## config.mk

```make
export PLATFORM = sky130hd
export DESIGN_NAME = stq_cells
export DESIGN_NICKNAME = d
export VERILOG_FILES = /design/src/hw/rtl/stq_pkg.sv /design/src/hw/rtl/stq_cells.sv
export SDC_FILE = /design/constraint.sdc
export NUM_CORES = 2
export LEC_CHECK = 0
export ABC_AREA = 1
export BUFFER_PORTS_ARGS = -buffer_cell sky130_fd_sc_hd__buf_2
export CAP_MARGIN = 20
export CORE_UTILIZATION = 30
export CTS_CLUSTER_DIAMETER = 150
export DETAILED_ROUTE_END_ITERATION = 8
export PLACE_DENSITY = 0.43
export SLEW_MARGIN = 15
export SYNTH_ARGS = -nofsm -noshare
export SYNTH_HDL_FRONTEND = slang
export SYNTH_SLANG_ARGS = --single-unit
```

## constraint.sdc

```tcl
create_clock -name clk -period 23.5 [get_ports clk]
set_clock_uncertainty 0.2 [all_clocks]
set_input_delay 4.7 -clock clk [delete_from_list [all_inputs] [get_ports clk]]
set_output_delay 4.7 -clock clk [all_outputs]
set_load 0.01 [all_outputs]
```

## src/hw/rtl/stq_pkg.sv

```systemverilog
`default_nettype none

package stq_pkg;

  // Command codes
  localparam logic [1:0] CMD_ADD    = 2'd0;
  localparam logic [1:0] CMD_REMOVE = 2'd1;
  localparam logic [1:0] CMD_CHANGE = 2'd2;
  localparam logic [1:0] CMD_TICK   = 2'd3;

  // Result status codes
  localparam logic [2:0] ST_OK        = 3'd0;
  localparam logic [2:0] ST_NOT_FOUND = 3'd1;
  localparam logic [2:0] ST_FULL      = 3'd2;
  localparam logic [2:0] ST_FIRED     = 3'd3;
  localparam logic [2:0] ST_NONE_DUE  = 3'd4;

  // Operations on the sorted cell row
  localparam logic [1:0] OP_NONE   = 2'd0;
  localparam logic [1:0] OP_INSERT = 2'd1;
  localparam logic [1:0] OP_REMOVE = 2'd2;
  localparam logic [1:0] OP_POP    = 2'd3;

  localparam logic [62:0] TIME_MAX = {63{1'b1}};

  // At most this many pops per tick; also the result buffer depth
  localparam int MAX_RESULTS = 16;
  localparam int RES_AW      = $clog2(MAX_RESULTS);
  localparam int RES_CW      = $clog2(MAX_RESULTS + 1);

  typedef struct packed {
    logic [1:0]  cmd;
    logic [7:0]  event_id;
    logic [62:0] event_time;
    logic [62:0] now;
  } stq_in_t;

  typedef struct packed {
    logic [2:0]  status;
    logic [7:0]  fired_id;
    logic [62:0] fired_time;
    logic [62:0] head_time;
    logic        last;
  } stq_out_t;

  // One buffered result, before head time and last mark are attached
  typedef struct packed {
    logic [2:0]  status;
    logic [7:0]  fired_id;
    logic [62:0] fired_time;
  } stq_ent_t;

  typedef struct packed {
    logic [1:0]  op;
    logic [7:0]  id;
    logic [62:0] t;
  } cell_req_t;

  typedef struct packed {
    logic        found;
    logic        full;
    logic        empty;
    logic [7:0]  head_id;
    logic [62:0] head_time;
  } cell_stat_t;

endpackage

`default_nettype wire

```

## src/hw/rtl/stq_cells.sv

```systemverilog
`default_nettype none

// Row of sorted cells, slot 0 earliest; insert, remove and pop each work
// through parallel compare and shift.
module stq_cells
  import stq_pkg::*;
#(
  parameter int DEPTH = 16
)
(
  input  logic       clk,
  input  logic       rst,
  input  cell_req_t  req,
  output cell_stat_t stat
);

  localparam int CW = $clog2(DEPTH + 1);

  logic [62:0]   due_time [DEPTH];
  logic [7:0]    ev_id    [DEPTH];
  logic [CW-1:0] occ;

  logic [DEPTH-1:0] valid;
  logic [DEPTH-1:0] le;
  logic [DEPTH-1:0] match;
  logic [DEPTH-1:0] hit_upto;
  logic [DEPTH-1:0] dn_le;
  logic [62:0]      dn_t [DEPTH];
  logic [7:0]       dn_id [DEPTH];
  logic [62:0]      up_t [DEPTH];
  logic [7:0]       up_id [DEPTH];

  assign stat.found     = |match;
  assign stat.full      = (occ == CW'(DEPTH));
  assign stat.empty     = (occ == '0);
  assign stat.head_id   = ev_id[0];
  assign stat.head_time = due_time[0];

  for (genvar i = 0; i < DEPTH; i++) begin : g_cell
    assign valid[i]    = (occ > CW'(i));
    assign le[i]       = valid[i] && (due_time[i] <= req.t);
    assign match[i]    = valid[i] && (ev_id[i] == req.id);
    assign hit_upto[i] = |match[i:0];

    // Neighbour below: the new entry lands where the prefix of "stay" ends
    if (i == 0) begin : g_first
      assign dn_le[i] = 1'b1;
      assign dn_t[i]  = req.t;
      assign dn_id[i] = req.id;
    end else begin : g_lower
      assign dn_le[i] = le[i-1];
      assign dn_t[i]  = due_time[i-1];
      assign dn_id[i] = ev_id[i-1];
    end

    // Neighbour above: the top cell keeps its own contents on a shift
    if (i == DEPTH - 1) begin : g_top
      assign up_t[i]  = due_time[i];
      assign up_id[i] = ev_id[i];
    end else begin : g_upper
      assign up_t[i]  = due_time[i+1];
      assign up_id[i] = ev_id[i+1];
    end

    always_ff @(posedge clk) begin
      case (req.op)
        OP_INSERT: begin
          if (!le[i]) begin
            if (dn_le[i]) begin
              due_time[i] <= req.t;
              ev_id[i]    <= req.id;
            end else begin
              due_time[i] <= dn_t[i];
              ev_id[i]    <= dn_id[i];
            end
          end
        end
        OP_REMOVE: begin
          if (hit_upto[i]) begin
            due_time[i] <= up_t[i];
            ev_id[i]    <= up_id[i];
          end
        end
        OP_POP: begin
          due_time[i] <= up_t[i];
          ev_id[i]    <= up_id[i];
        end
        default: ;
      endcase
    end
  end

  // Occupancy
  always_ff @(posedge clk) begin
    if (rst) begin
      occ <= '0;
    end else begin
      case (req.op)
        OP_INSERT: occ <= occ + CW'(1);
        OP_REMOVE: if (stat.found) occ <= occ - CW'(1);
        OP_POP:    occ <= occ - CW'(1);
        default: ;
      endcase
    end
  end

endmodule

`default_nettype wire

```

# Yosys cells after proc, flatten, opt, wreduce, memory -nomap -nowiden
# Memory sizes are Yosys's and may differ from the RTL's.
# Cells that the tools add are included.
# classes
reduce_logical	50
add_sub_neg	2
order_cmp	32
bitwise	94
n_eq_ne	21
mux	268
# op_table
cell	n
$mux W63	47
$le A63 B63 Y1	16
$mux W8	47
$mux W1	172
$eq A8 B8 Y1	16
$or A1 B1 Y1	94
$gt A5 B4 Y1 const B	8
$logic_and A1 B1 Y1	32
$gt A5 B3 Y1 const B	4
$reduce_or A16 Y1	1
$pmux W5 S3	1
$reduce_or A15 Y1	1
$reduce_or A14 Y1	1
$reduce_or A13 Y1	1
$reduce_or A12 Y1	1
$reduce_or A11 Y1	1
$gt A5 B1 Y1 const B	2
$gt A5 B2 Y1 const B	2
$reduce_or A10 Y1	1
$reduce_or A9 Y1	1
$reduce_or A8 Y1	1
$reduce_or A7 Y1	1
$reduce_or A6 Y1	1
$add A5 B1 Y5 const B	1
other kinds (13)	14
# word_totals
n_memories	2
reg_bits	5
ramBits	1136
out_inout_bits	74
wordCells	470
# memory_table
memory	depth	word_bits	rd	rd_ports_with_merged_regs	write_ports	line	source
due_time	16	63	16	0	16	stq_cells.sv:19	logic [62:0] due_time [DEPTH];
ev_id	16	8	16	0	16	stq_cells.sv:20	logic [7:0] ev_id [DEPTH];

# Logic depth before layout (Yosys ltp)
# An unclocked memory read counts as a cell.
# logic_depth
ltp_word	10
mapped_depth	21
ltp_nobuf	20

# Worst setup path before layout
# Ideal clock, no wire load.
# synth_timing
path_type	input port to flip-flop
startpoint	input port req[14] (netlist bit)
endpoint	memory due_time[15][0] (enable)
setup_ps	609
setup_slack_ps	10994
t_required_ps	22691
cell_stages	12
n_path_buf	1
arrival_ps	11697
cell_sequence	inv_1 > clkbuf_1 > ha_1 > nand4_1 > or2_2 > o21ai_0 > nand2_1 > nand2_1 > nand2_1 > nand2_1 > nand2_1 > a21boi_0
# synth_rtl
item	line	source
from (decl)	stq_cells.sv:13	input cell_req_t req,
to (decl)	stq_cells.sv:19	

==> impl_results.md <==
* Status: complete, no violations
* Overflow after GRT at 0
* Post-cts resize count at 0
* Setup crit end kind: primary output
* Core ar. at 303000 sq um
* Syn avg cell area at 7.46 sq um
* Proportion of netlist area held by the largest area contributor at 0.373
* All-Layer GR Usage at 0.217
* FF-to-FF path depth at 17
* Post-Route WL at 343000 microns
* Setup TNS at 0 ns
* Dpl cell area at 95400 sq um
* CTS clk-pin slew, worst paths at 0.05 ns
* Worst EP required at 18.60 ns
* Critical-path cell with the highest stage delay: clkinv_1
* DR iter-0 viols at 7645
* Crit Reg-Reg Startpoint: occ[1]$_SDFFE_PP0P_
* Pwr dens at approximately 73 nW/um^2
* Most common cell on crit path: nand2_1
* Netlist cell types at 47
* Hold Crit Depth at 2
* Clk sinks at around 1.1k
* Post-CTS Setup Inserts at 0
* Period utilisation layout at 0.538
* Drt drc at 0
* Global-route wire length before repair at 519000 microns
* Vias in the first global route at 80.6k
* RSZ-0062 raised after global routing: no
* Register area share after synthesis at 0.374
* Synth warn at 0
* Largest net degree at the start of global routing at 138
* Final setup fails at 0
* Area leader, netlist: edfxtp_1
* Critical Path AT at 7.74 ns
* IO Pins at 149
* Fin. max-slew vios at 0
* Die Wd at 554 microns
* Hold Buf Count CTS at 0
* Post-layout util at 0.330
* DPL Wire Length at 263000 microns
* Initial antenna violation count at 14
* Num CTS Buffers at 162
* Net Count, Synth at approximately 13k
* Slew @ Worst Pin at about 1.1 ns
* Minimum clock period at 12.64 ns
* Peak Freq at slightly below 80 MHz
* Routed len/inst at 21.4 microns
* Post-Layout Cell Count at about 16k
* HP Start: occ[3]$_SDFFE_PP0P_
* Filler instances at about 32k
* Design Area, Final at 100000 sq um
* Via/cell ratio at 5.15
* Crit path from: req[69]
* Starting Density at 0.302
* Dominant cells by area after synthesis: edfxtp_1 (37%), nand2_1 (18%), ha_1 (14%)
* Bufs on Longest Clock Path at 4
* Placed cell count at 15.8k
* Max cap viols at 0
* Area Overhead vs Synth at 9.50%
* Synth Register Bits at approximately 1.1k
* CP Cell Sequence: buf_2, clkinv_1, nand2_1, a22oi_1, nand4_1, nand2_1, nor2_1, nand2_1, nor2_1, inv_1, buf_2
* Max-Slew Margin vs Limit at 0.242
* Port bufs at approximately 150
* Worst-path fanout max at 20
* Antenna Nets Post-Route at 0
* Final RePlAce weighted congestion at roughly 0.93
* Vias at 82.5k
* WS Path Type: primary input to primary output
* TritonCTS clock tree: built
* Post-synthesis cell area at 91400 sq um
* Nets@finish at 13.0k
* # rows at 202
* Router iterations before antenna repair at 6
* Post-Syn Instances at 12.3k
* Die area at between 300000 and 400000 sq um
* HP Class: register to register
* Worst-Skew Late Latency at between 0.8 and 0.9 ns
* Share of cells above drive strength 1 at 0.0535
* Die Ht at approximately 550 microns
* Peak supply drop at 0.0000560 V
* CP max stage delay at 0.86 ns
* Htree depth at 4
* CP startpoint kind: primary input
* CTS root buf: clkbuf_16
* Lkg Pwr at 48.1 nW
* Final hold violation count at 0
## cell type report
type	count	area, sq um	share of cell area
inverter	1178	4420	0.0442
multi-input combinational	9118	49600	0.495
clock inverter	66	435	0.00435
sequential	1141	34200	0.342
clock buffer	200	4260	0.0426
tap	3978	4980	0.0497
timing repair buffer	342	2210	0.0221
antenna	6	15.0	0.000150
## synth_stat cells (all sizes together)
| master | instances |
|---|---|
| a21oi | 446 |
| nand2 | 4428 |
| a211oi | 1 |
| a21boi | 1 |
| nand3 | 1116 |
| xor2 | 36 |
| clkbuf | 556 |
| o21bai | 74 |
| inv | 1175 |
| o21a | 32 |
| a31oi | 3 |
| nor4 | 28 |
| o31ai | 1 |
| nand4 | 1047 |
| or2 | 9 |
| and2 | 4 |
| a22oi | 1 |
| buf | 261 |
| nor3b | 10 |
| nand3b | 8 |
| nor3 | 76 |
| and3 | 7 |
| xnor2 | 32 |
| nor4b | 3 |
| edfxtp | 1136 |
| dfxtp | 5 |
| a21o | 31 |
| and3b | 1 |
| o211ai | 2 |
| nor2 | 481 |
| ha | 1013 |
| clkinv | 3 |
| o21ai | 227 |
## logic make-up (layout without fill, tap and decap cells)
family	count (synthesis)	count (layout)	share of synthesized area
adders and majority gates	1013	1013	0.139
buffers and inverters	1995	1786	0.0875
other	0	6	0
xor gates and xnor gates	68	68	0.00651
AOI/OAI and AO/OA	819	819	0.0491
DFF	1141	1141	0.374
and+or+nand+nor	7218	7218	0.344
## critical path, delay by kind of cell
kind,cells,cell delay (ns)
buf+inv,4,1.61
simple gates,6,1.30
compound gates,1,0.11
## cell usage in the layout (no fill, tap or decap), types with 30 or more instances in the layout
cell / instances
o21a_1: 32
ha_1: 1013
nand4_1: 1047
nor3_1: 75
clkbuf_1: 35
clkbuf_16: 165
nor2_1: 476
xnor2_1: 32
inv_1: 1150
clkinv_1: 36
nand2_1: 4385
buf_2: 148
buf_4: 192
nand3_1: 1098
a21oi_1: 444
a21o_1: 30
o21ai_0: 215
xor2_1: 36
edfxtp_1: 1136
o21bai_1: 74
## report_power, final
group,total [mW],leakage (nW),internal [mW],switching (mW)
clock,2.31,2.29,1.32,0.996
combinational,2.05,34.8,0.614,1.44
sequential,2.90,11.1,2.63,0.264
total,7.26,48.1,4.56,2.70
## per-layer routing
layer / routed length [microns] / track usage / vias to the layer above
li1: - / - / 40900
met1: 170000 / 0.325 / 38600
met2: 141000 / 0.322 / 2700
met3: 21500 / 0.0278 / 400
met4: 10200 / 0.0614 / 0
met5: 0 / 0 / -
## sequential cells by signal, summed over array words and instances, names as in the netlist
name and cells:
due_time 1008, ev_id 128, occ 5
## through the flow
stage	hold slack, ns	power [mW]	setup slack [ns]
detailed placement	0.331	4.98	10.95
finish	0.340	7.26	10.86
CTS	0.338	7.34	10.95
global route	0.382	7.70	10.68
floorplan	0.294	4.25	10.99
global placement	0.328	4.93	10.99
## worst paths after layout
kind | to | slack, ns
setup / recovery | stat[73] | 10.86
hold / removal | occ[3]$_SDFFE_PP0P_ | 0.34
setup reg to reg | due_time[8][53]$_DFFE_PP_ | 17.45
hold reg to reg | occ[3]$_SDFFE_PP0P_ | 0.34
Note: power is estimated with default switching activity, not from simulation.
