$ cat config.mk
export PLATFORM = sky130hd
export DESIGN_NAME = stq_front
export DESIGN_NICKNAME = d
export VERILOG_FILES = /design/src/hw/rtl/stq_pkg.sv /design/src/hw/rtl/stq_front.sv
export SDC_FILE = /design/constraint.sdc
export NUM_CORES = 1
export LEC_CHECK = 0
export BUFFER_PORTS_ARGS = -buffer_cell sky130_fd_sc_hd__buf_2
export CORE_ASPECT_RATIO = 1.25
export CORE_MARGIN = 3
export CORE_UTILIZATION = 52
export DETAILED_ROUTE_END_ITERATION = 10
export PLACE_DENSITY = 0.79
export SKIP_LAST_GASP = 1
export SLEW_MARGIN = 0
export SYNTH_ARGS = -nofsm -noshare
export SYNTH_HDL_FRONTEND = slang
export SYNTH_SLANG_ARGS = --single-unit
$ cat constraint.sdc
create_clock -name clk -period 4.7 [get_ports clk]
set_input_delay 0.47 -clock clk [delete_from_list [all_inputs] [get_ports clk]]
set_output_delay 0.47 -clock clk [all_outputs]
set_load 0.03 [all_outputs]
$ cat src/hw/rtl/stq_pkg.sv
`default_nettype none

package stq_pkg;

  // Command codes
  localparam logic [1:0] CMD_ADD    = 2'd0;
  localparam logic [1:0] CMD_REMOVE = 2'd1;
  localparam logic [1:0] CMD_CHANGE = 2'd2;
  localparam logic [1:0] CMD_TICK   = 2'd3;

  // Result status codes
  localparam logic [2:0] ST_OK        = 3'd0;
  localparam logic [2:0] ST_NOT_FOUND = 3'd1;
  localparam logic [2:0] ST_FULL      = 3'd2;
  localparam logic [2:0] ST_FIRED     = 3'd3;
  localparam logic [2:0] ST_NONE_DUE  = 3'd4;

  // Operations on the sorted cell row
  localparam logic [1:0] OP_NONE   = 2'd0;
  localparam logic [1:0] OP_INSERT = 2'd1;
  localparam logic [1:0] OP_REMOVE = 2'd2;
  localparam logic [1:0] OP_POP    = 2'd3;

  localparam logic [62:0] TIME_MAX = {63{1'b1}};

  // At most this many pops per tick; also the result buffer depth
  localparam int MAX_RESULTS = 16;
  localparam int RES_AW      = $clog2(MAX_RESULTS);
  localparam int RES_CW      = $clog2(MAX_RESULTS + 1);

  typedef struct packed {
    logic [1:0]  cmd;
    logic [7:0]  event_id;
    logic [62:0] event_time;
    logic [62:0] now;
  } stq_in_t;

  typedef struct packed {
    logic [2:0]  status;
    logic [7:0]  fired_id;
    logic [62:0] fired_time;
    logic [62:0] head_time;
    logic        last;
  } stq_out_t;

  // One buffered result, before head time and last mark are attached
  typedef struct packed {
    logic [2:0]  status;
    logic [7:0]  fired_id;
    logic [62:0] fired_time;
  } stq_ent_t;

  typedef struct packed {
    logic [1:0]  op;
    logic [7:0]  id;
    logic [62:0] t;
  } cell_req_t;

  typedef struct packed {
    logic        found;
    logic        full;
    logic        empty;
    logic [7:0]  head_id;
    logic [62:0] head_time;
  } cell_stat_t;

endpackage

`default_nettype wire

$ cat src/hw/rtl/stq_front.sv
`default_nettype none

// Two-entry command queue in front of the sequencer
module stq_front
  import stq_pkg::*;
(
  input  logic    clk,
  input  logic    rst,
  input  logic    push,
  input  stq_in_t wr_data,
  output logic    full,
  input  logic    pop,
  output logic    empty,
  output stq_in_t rd_data
);

  stq_in_t    mem [2];
  logic       wp;
  logic       rp;
  logic [1:0] cnt;
  logic       do_push;
  logic       do_pop;

  assign full    = (cnt == 2'd2);
  assign empty   = (cnt == 2'd0);
  assign do_push = push && !full;
  assign do_pop  = pop && !empty;
  assign rd_data = mem[rp];

  // Pointers and fill count
  always_ff @(posedge clk) begin
    if (rst) begin
      wp  <= 1'b0;
      rp  <= 1'b0;
      cnt <= 2'd0;
    end else begin
      if (do_push) wp <= !wp;
      if (do_pop) rp <= !rp;
      cnt <= cnt + {1'b0, do_push} - {1'b0, do_pop};
    end
  end

  // Storage
  always_ff @(posedge clk) begin
    if (do_push) mem[wp] <= wr_data;
  end

endmodule

`default_nettype wire

# Yosys cells after proc, flatten, opt, wreduce, memory -nomap -nowiden
# Memories as Yosys holds them, arrays and structs flattened. A register that Yosys moved wholly into a read port is not among the register bits.
# Cells that the tools add are included.
totals:
  register_bits: 4
  elab_cells: 18
  n_memories: 1
  output_inout_bits: 138
  in_bits: 140
  ramBits: 272
classes:
  n_addsub: 2
  mux: 4
  n_reduce_logical: 7
  eq_ne: 1
mem_list:
  columns: ["name", "depth", "width", "read_ports", "rd_clocked_by_memory_dff", "write_ports", "line_no", "rtl"]
  rows:
  - ["mem", 2, 136, 1, 1, 1, "stq_front.sv:17", "stq_in_t mem [2];"]
ops:
  columns: ["op", "count"]
  rows:
  - ["zero test 1 bit", 4]
  - ["two-way mux 1 bit", 4]
  - ["adder 2 x 1 -> 2 bit", 1]
  - ["equality test 2 bit (second input constant)", 1]
  - ["logical AND 1 bit", 2]
  - ["zero test 2 bit", 1]
  - ["subtractor 2 x 1 -> 2 bit", 1]

# Depth between registers and ports, before layout
# Gate-level depths: netlist of run 1.
depth:
  word_depth: 5
  mapped_depth: 8
  mapped_depth_nobuf: 8

# Least setup slack after synthesis of run 1
# Ideal clock, no wire load.
synth_timing:
  path_type: "register to register"
  start: "register cnt[0]"
  end: "memory mem[1][0] (netlist bit), enable pin"
  stages_incl_launch_ff: 3
  path_buffers: 0
  setup_slack_ps: 537
  synth_period_minus_slack_ps: 4163
  arrival_ps: 3651
  setup_ps: 512
  required_ps: 4188
  cell_sequence: "dfxtp_1 nand2b_2 and3_1"
synth_between:
  elab_chain_len: 5
synth_lines:
  columns: ["item", "line_no", "rtl"]
  rows:
  - ["start: declaration", "stq_front.sv:20", "logic [1:0] cnt;"]
  - ["start signal: assignment", "stq_front.sv:39", "cnt <= cnt + {1'b0, do_push} - {1'b0, do_pop};"]
  - ["equality test 2 bit", "stq_front.sv:24", "assign full = (cnt == 2'd2);"]
  - ["zero test 1 bit", "stq_front.sv:26", "assign do_push = push && !full;"]
  - ["logical AND 1 bit", "stq_front.sv:26", null]
  - ["two-way mux 1 bit", "stq_front.sv:45", "if (do_push) mem[wp] <= wr_data;"]
  - ["two-way mux 1 bit (implied by the code)", "stq_front.sv:45", null]
  - ["end: declaration", "stq_front.sv:17", null]
# Every way passes these cells.

==> results of run 1 <==
## routing by layer
layer | wire length (µm) | track usage | vias up
met2 | 9770 | 0.303 | 216
met1 | 7130 | 0.197 | 2487
met4 | 716 | 0.0731 | 2
li1 | - | - | 2381
met5 | 13 | 0 | -
met3 | 1430 | 0.0507 | 54
## registers in the layout, summed over array words and instances, names as in the netlist, named ones only
signal  cells
wp          1
mem       272
rp          1
cnt         2
## critical path, cell delays in order, from the launching register on
cell	delay, ps
dfxtp_4	820
buf_4	600
mux2_2	420
buf_2	180
## final cells by class
cell class	count	area share
Clock inverter	15	0.00535
Timing Repair Buffer	283	0.114
Antenna cell	2	0.000396
Tap cell	261	0.0258
Clock buffer	32	0.0550
Sequential cell	277	0.655
Inverter	4	0.00158
Multi-Input combinational cell	154	0.143
## kinds of logic (layout without fill, tap and decap cells)
family	Yosys count	count (layout)
AO/OA/AOI/OAI	3	3
other	0	2
multiplexers	136	136
XOR/XNOR	2	2
AND/OR/NAND/NOR	11	11
adder cells (fa/ha/maj)	2	2
buffers and inverters	19	334
flip-flops	277	277
## power breakdown
part	leakage, nW	switching, mW	total (mW)	internal [mW]
combinational	1.84	1.54	2.41	0.870
sequential	2.58	0.153	3.30	3.15
clock	0.377	0.818	1.86	1.04
## how the worst min path moves through the flow
stage | start | end | slack [ps] | depth (start not counted)
CTS | wr_data[122] | mem[0][122] | 120 | 1
global route | wr_data[13] | mem[1][13] | 120 | 1
global placement | wp | wp | 470 | 2
floorplan | wp | wp | 450 | 2
detailed placement | wp | wp | 500 | 2
finish | wr_data[14] | mem[0][14] | 150 | 1
## cells in the final DEF, fill, tap and decap left out, types with 2 or more instances in the layout
master       n
mux2_4      40
clkbuf_16   27
diode_2      2
dfxtp_1      4
mux2_2      96
buf_4        5
inv_6        2
buf_2      277
edfxtp_1   272
clkinv_1     9
inv_1        3
clkbuf_1     5
nor2_1       4
clkinv_2     5
ha_1         2
==> qor.yml, run 1 <==
run_status:
  status: "complete, no violations"
yosys:
  synth_top_family_by_area: "multiplexers"
  ys_ff_latch: 277
  synthMuxAreaShare: 0.165
  syn-instance-count: 450
  synth_edf_count: 272
  synthAdderAreaFrac: 0.00245
  synth_area_leaders: "edfxtp_1 80%, mux2_2 11%, mux2_4 5.9%"
  yosys.area_share.xor_xnor: 0.00172
  yosysWarnings: 0
  avgSynthCellArea_um2: 22.7
  synth_common_cells: "272 x edfxtp_1, 96 x mux2_2, 40 x mux2_4"
  syn_area_um2: 10200
  synth-async-reset-ratio: 0
  ys.flop_type: "edfxtp_1"
  netlist.area_leader.share: 0.801
  synth_compound_area_frac: 0.00172
  synth.distinct_cells: 21
  synth-seq-area-share: 0.811
  yosysMostFrequentCell: "edfxtp_1"
  yosys.area_share.simple: 0.00565
  syn_nets: 592
  synth.largest_area_cell: "edfxtp_1"
clock_tree:
  cts.sinks: 277
  ctsHoldBuffers: 0
  clk_latency_ps: 510
  cts-buffers-inserted: 26
  cts_tree: "built"
  post_cts_buffers: 0
  clock_path_buffers: 3
  ctsResizeCount: 0
  root_buffer: "clkbuf_16"
  htreeDepth: 1
  path_clk_slew_ps: 60
route:
  ant_nets: 0
  routed_wl_um: 19100
  drt-vias-per-instance: 5.00
  wl_per_cell_um: 18.5
  vias: 5140
  drcViolationCount: 0
  drtIter0Drc: 255
  drtPass1Iterations: 4
grt:
  track_usage: 0.172
  grt_pass1_vias: 5581
  antenna_found_initial: 3
  overflow: 0
  grt_max_degree: 112
  grt_pass1_wl_um: 28900
die:
  dieArea_um2: 21300
  die_y_um: 163
  num_rows: 56
  ios: 278
  start_util: 0.537
  die_w_um: 131
  core_um2: 19000
critical_path:
  path_max_fanout: 50
  rr_endpoint: "mem[0][123]"
  crit_arrival_ps: 2550
  cp-end-kind: "primary output"
  r2r_slack_ps: 2190
  r2r_start: "cnt[0]"
  worst_r2r_path_depth: 5
  start_kind: "flip-flop"
  cp.required_ps: 4230
  worstSetupPathType: "flip-flop to primary output"
  crit_end: "rd_data[8]"
power_and_ir_drop:
  max-vdd-ir-drop_mv: 0.644
  p_total_mw: 7.58
  power.density_nw_per_um2: 600
  leakage_nw: 4.80
layout:
  fin_cells: 1028
  nNetsFinal: 888
  multiInputGateArea_um2: 1800
  syn2layout_area_growth_pct: 23.9
  final_layout_size_suffix_gt1_frac: 0.596
  final_util: 0.665
  regArea_um2: 8270
  fill_cells: 1263
  final_cell_area_um2: 12600
place:
  place_congestion: 0.735
  post-place-ws_ps: 2120
  dpl_cell_area_um2: 11900
  post-dp-hpwl_um: 13000
  dp.cells: 979
  portBuffers: 277
timing:
  max_freq_mhz: 331
  setup_viol: 0
  fin_crit_sh: 0.642
  fin_setup_tns_ps: 0
  fin_hold_ws_ps: 145
  min_period_ps: 3020
  postLayoutSetupSlackWorst_ps: 1680
  report.final.slew_viol_count: 0
  hold_violations: 0
  tightest_slew_ps: 1040
  grt_setup_unrepaired: "false"
  skew_ps: 9.70
  relSlewSlack: 0.305
job:
  max_cap_viol_count: 0
hold_path:
  hold_class: "primary input to flip-flop"
No activity file was read; power rests on OpenSTA's default activity.
==> run 2, diff against run 1 <==
--- a/config.mk
+++ b/config.mk
@@ -8,9 +8,9 @@
 export BUFFER_PORTS_ARGS = -buffer_cell sky130_fd_sc_hd__buf_2
 export CORE_ASPECT_RATIO = 1.25
 export CORE_MARGIN = 3
-export CORE_UTILIZATION = 52
+export CORE_UTILIZATION = 47
 export DETAILED_ROUTE_END_ITERATION = 10
-export PLACE_DENSITY = 0.79
+export PLACE_DENSITY = 0.76
 export SKIP_LAST_GASP = 1
 export SLEW_MARGIN = 0
 export SYNTH_ARGS = -nofsm -noshare
==> constraint.sdc (replaced) <==
create_clock -name clk -period 2.7 [get_ports clk]
set_input_delay 0.27 -clock clk [delete_from_list [all_inputs] [get_ports clk]]
set_output_delay 0.27 -clock clk [all_outputs]
set_load 0.03 [all_outputs]
==> run 2 against run 1 <==
Worst setup slack worse by 1400 ps. Critical endpoint is now rd_data[81]. Die area is 10% higher. Count of clock-buffer cells in the layout is 1 lower. Combinational power is 90% higher. Largest cell class unchanged.
==> qor.yml, run 2 (same netlist as run 1, synthesis figures left out) <==
run_status:
  status: "complete, no violations"
route:
  vias: 5787  # +13%
  drt-vias-per-instance: 4.88  # -2.3%
  drcViolationCount: 0  # unchanged
  wl_per_cell_um: 18.8  # +1.4%
  routed_wl_um: 22300  # +17%
  drtIter0Drc: 322  # +26%
  ant_nets: 0  # unchanged
  drtPass1Iterations: 4  # unchanged
die:
  core_um2: 21000  # +11%
  die_y_um: 171  # +5.0%
  num_rows: 59  # +5.4%
  start_util: 0.485  # -0.0523
  die_w_um: 138  # +4.9%
  dieArea_um2: 23500  # +10%
  ios: 278  # unchanged
critical_path:
  crit_arrival_ps: 2180  # -370 ps
  cp-end-kind: "primary output"
  cp.required_ps: 2430  # -1800 ps
  rr_endpoint: "mem[0][111]"
  crit_family: "flip-flops"
  path_max_fanout: 40  # -20%
  cp_slowest_stage_delay_ps: 760  # -60 ps
  worstSetupPathType: "flip-flop to primary output"
  r2r_start: "cnt[0]"
  path_buf_inv: 2  # unchanged
  crit_chain: "buf_4 -> mux2_2 -> buf_2"
  start_kind: "flip-flop"
  worst_r2r_path_depth: 5  # unchanged
  r2r_slack_ps: 810  # -1380 ps
  cp.depth: 3  # unchanged
  critical-path-slowest-cell: "dfxtp_4"
grt:
  grt_max_degree: 72  # -36%
  track_usage: 0.183  # +0.0111
  grt_pass1_wl_um: 33100  # +15%
  grt_pass1_vias: 6338  # +14%
  antenna_found_initial: 0  # -3
  overflow: 0  # unchanged
timing:
  max_freq_mhz: 407
  hold_violations: 0  # unchanged
  fin_hold_ws_ps: 166  # +21.0 ps
  skew_ps: 16.7  # +6.95 ps
  min_period_ps: 2450
  tightest_slew_ps: 623  # -420 ps
  relSlewSlack: 0.585  # +0.280
  setup_viol: 0  # unchanged
  report.final.slew_viol_count: 0  # unchanged
  fin_setup_tns_ps: 0  # unchanged
  grt_setup_unrepaired: "false"
  fin_crit_sh: 0.909
clock_tree:
  htreeDepth: 1  # unchanged
  post_cts_buffers: 0  # unchanged
  clk_latency_ps: 520  # about the same
  clock_path_buffers: 3  # unchanged
  cts.sinks: 277  # unchanged
  cts-buffers-inserted: 26  # unchanged
  cts_tree: "built"
  root_buffer: "clkbuf_16"
  path_clk_slew_ps: 60  # about the same
  ctsResizeCount: 0  # unchanged
power_and_ir_drop:
  switching_share: 0.327  # -0.00482
  power_frac_comb: 0.326  # +0.008
  p_sw_mw: 4.58  # +82%
  pwr-share-seq: 0.409  # -0.027
  pwr-share-clk: 0.264  # +0.018
  power.density_nw_per_um2: 983  # +64%
  internal_power_mw: 9.44  # +86%
  max-vdd-ir-drop_mv: 0.782  # +21%
  leakage_nw: 5.46  # +14%
layout:
  nNetsFinal: 1032  # +16%
  largest-register: "mem"
  largest_register_ffs: 272  # unchanged
  final_cell_mix: "277 x buf_2, 272 x edfxtp_1, 137 x dlygate4sd3_1"
  reg.largest.list: "mem: 272 flops, cnt: 2 flops"
  final_common_cell: "buf_2"
  fill_cells: 1306  # +3.4%
  final_layout_size_suffix_gt1_frac: 0.519  # -0.0774
  final_util: 0.678  # +0.0130
  syn2layout_area_growth_pct: 40.0
hold_path:
  hold_path_depth: 4  # +3
  hold_start: "push"
  whs_endpoint: "wp"
  hold_class: "primary input to flip-flop"
place:
  place_congestion: 0.734  # -0.24%
  portBuffers: 277  # unchanged
  post-dp-hpwl_um: 13400  # +3.3%
job:
  max_cap_viol_count: 0  # unchanged
==> run 2: cell types whose count changed in the layout (fill, tap and decap cells not counted), sizes merged <==
cell and change:
buf +7, bufinv +4, clkbuf -1, clkinv -6, clkinvlp +6, diode -1
dlygate4sd3 +137, inv -2
==> run 2: repair_timing <==
item | in CTS | in global routing
setup endpoints to repair | 0 | 0
hold buffers | 137 | 0
endpoints found under the hold margin | 277 | 0
==> run 2: layout make-up <==
| type | count | area (µm²) | area share |
|---|---|---|---|
| flip-flops and latches | 277 | 8270 | 0.580 |
| repair buffers | 427 | 2930 | 0.205 |
| multi-input cells | 154 | 1810 | 0.127 |
| inverters | 4 | 22.5 | 0.00158 |
| diodes | 1 | 2.50 | 0.000175 |
| well taps | 274 | 343 | 0.0240 |
| clock inverters | 17 | 194 | 0.0136 |
| clock buffers | 31 | 691 | 0.0484 |
==> run 2: power by group through the flow <==
stage | registers (mW) | logic, mW | clock network, mW
2_1_floorplan | 5.72 | 3.29 | 0
3_3_place_gp | 5.79 | 4.33 | 0
3_5_place_dp | 5.83 | 4.40 | 0
4_1_cts | 5.75 | 4.58 | 3.77
5_1_grt | 5.80 | 4.82 | 3.94
6_report | 5.74 | 4.58 | 3.71
==> run 2: worst max-delay path by stage <==
stage	slack, ps	endpoint	start
2_1_floorplan	-450	mem[0][0]	cnt[0]
3_3_place_gp	800	rd_data[14]	flip-flop
3_5_place_dp	770	rd_data[63]	flip-flop
4_1_cts	210	rd_data[11]	flip-flop
5_1_grt	150	rd_data[81]	flip-flop
6_report	250	rd_data[81]	flip-flop
==> run 2: layer usage <==
layer  wire (µm)  global-route usage  vias up
met3        1370              0.0379       55
met1        7870               0.197     2829
met2       12300               0.349      234
li1            -                   -     2669
met4         762              0.0649        0
met5           0                   0        -
==> run 2: worst min-delay path, stage by stage <==
cell	delay, ps
buf_2	100
inv_1	50
o21ai_0	150
a21oi_1	70
==> run 2: per-stage QoR <==
stage	worst slack, ps	std cells	total power, mW	instance area, µm²
floorplan	-451	450	9.01	10200
global placement	804	999	10.1	12000
detailed placement	767	999	10.2	12000
CTS	209	1184	14.1	14300
global route	150	1184	14.6	14300
finish	246	1185	14.0	14300
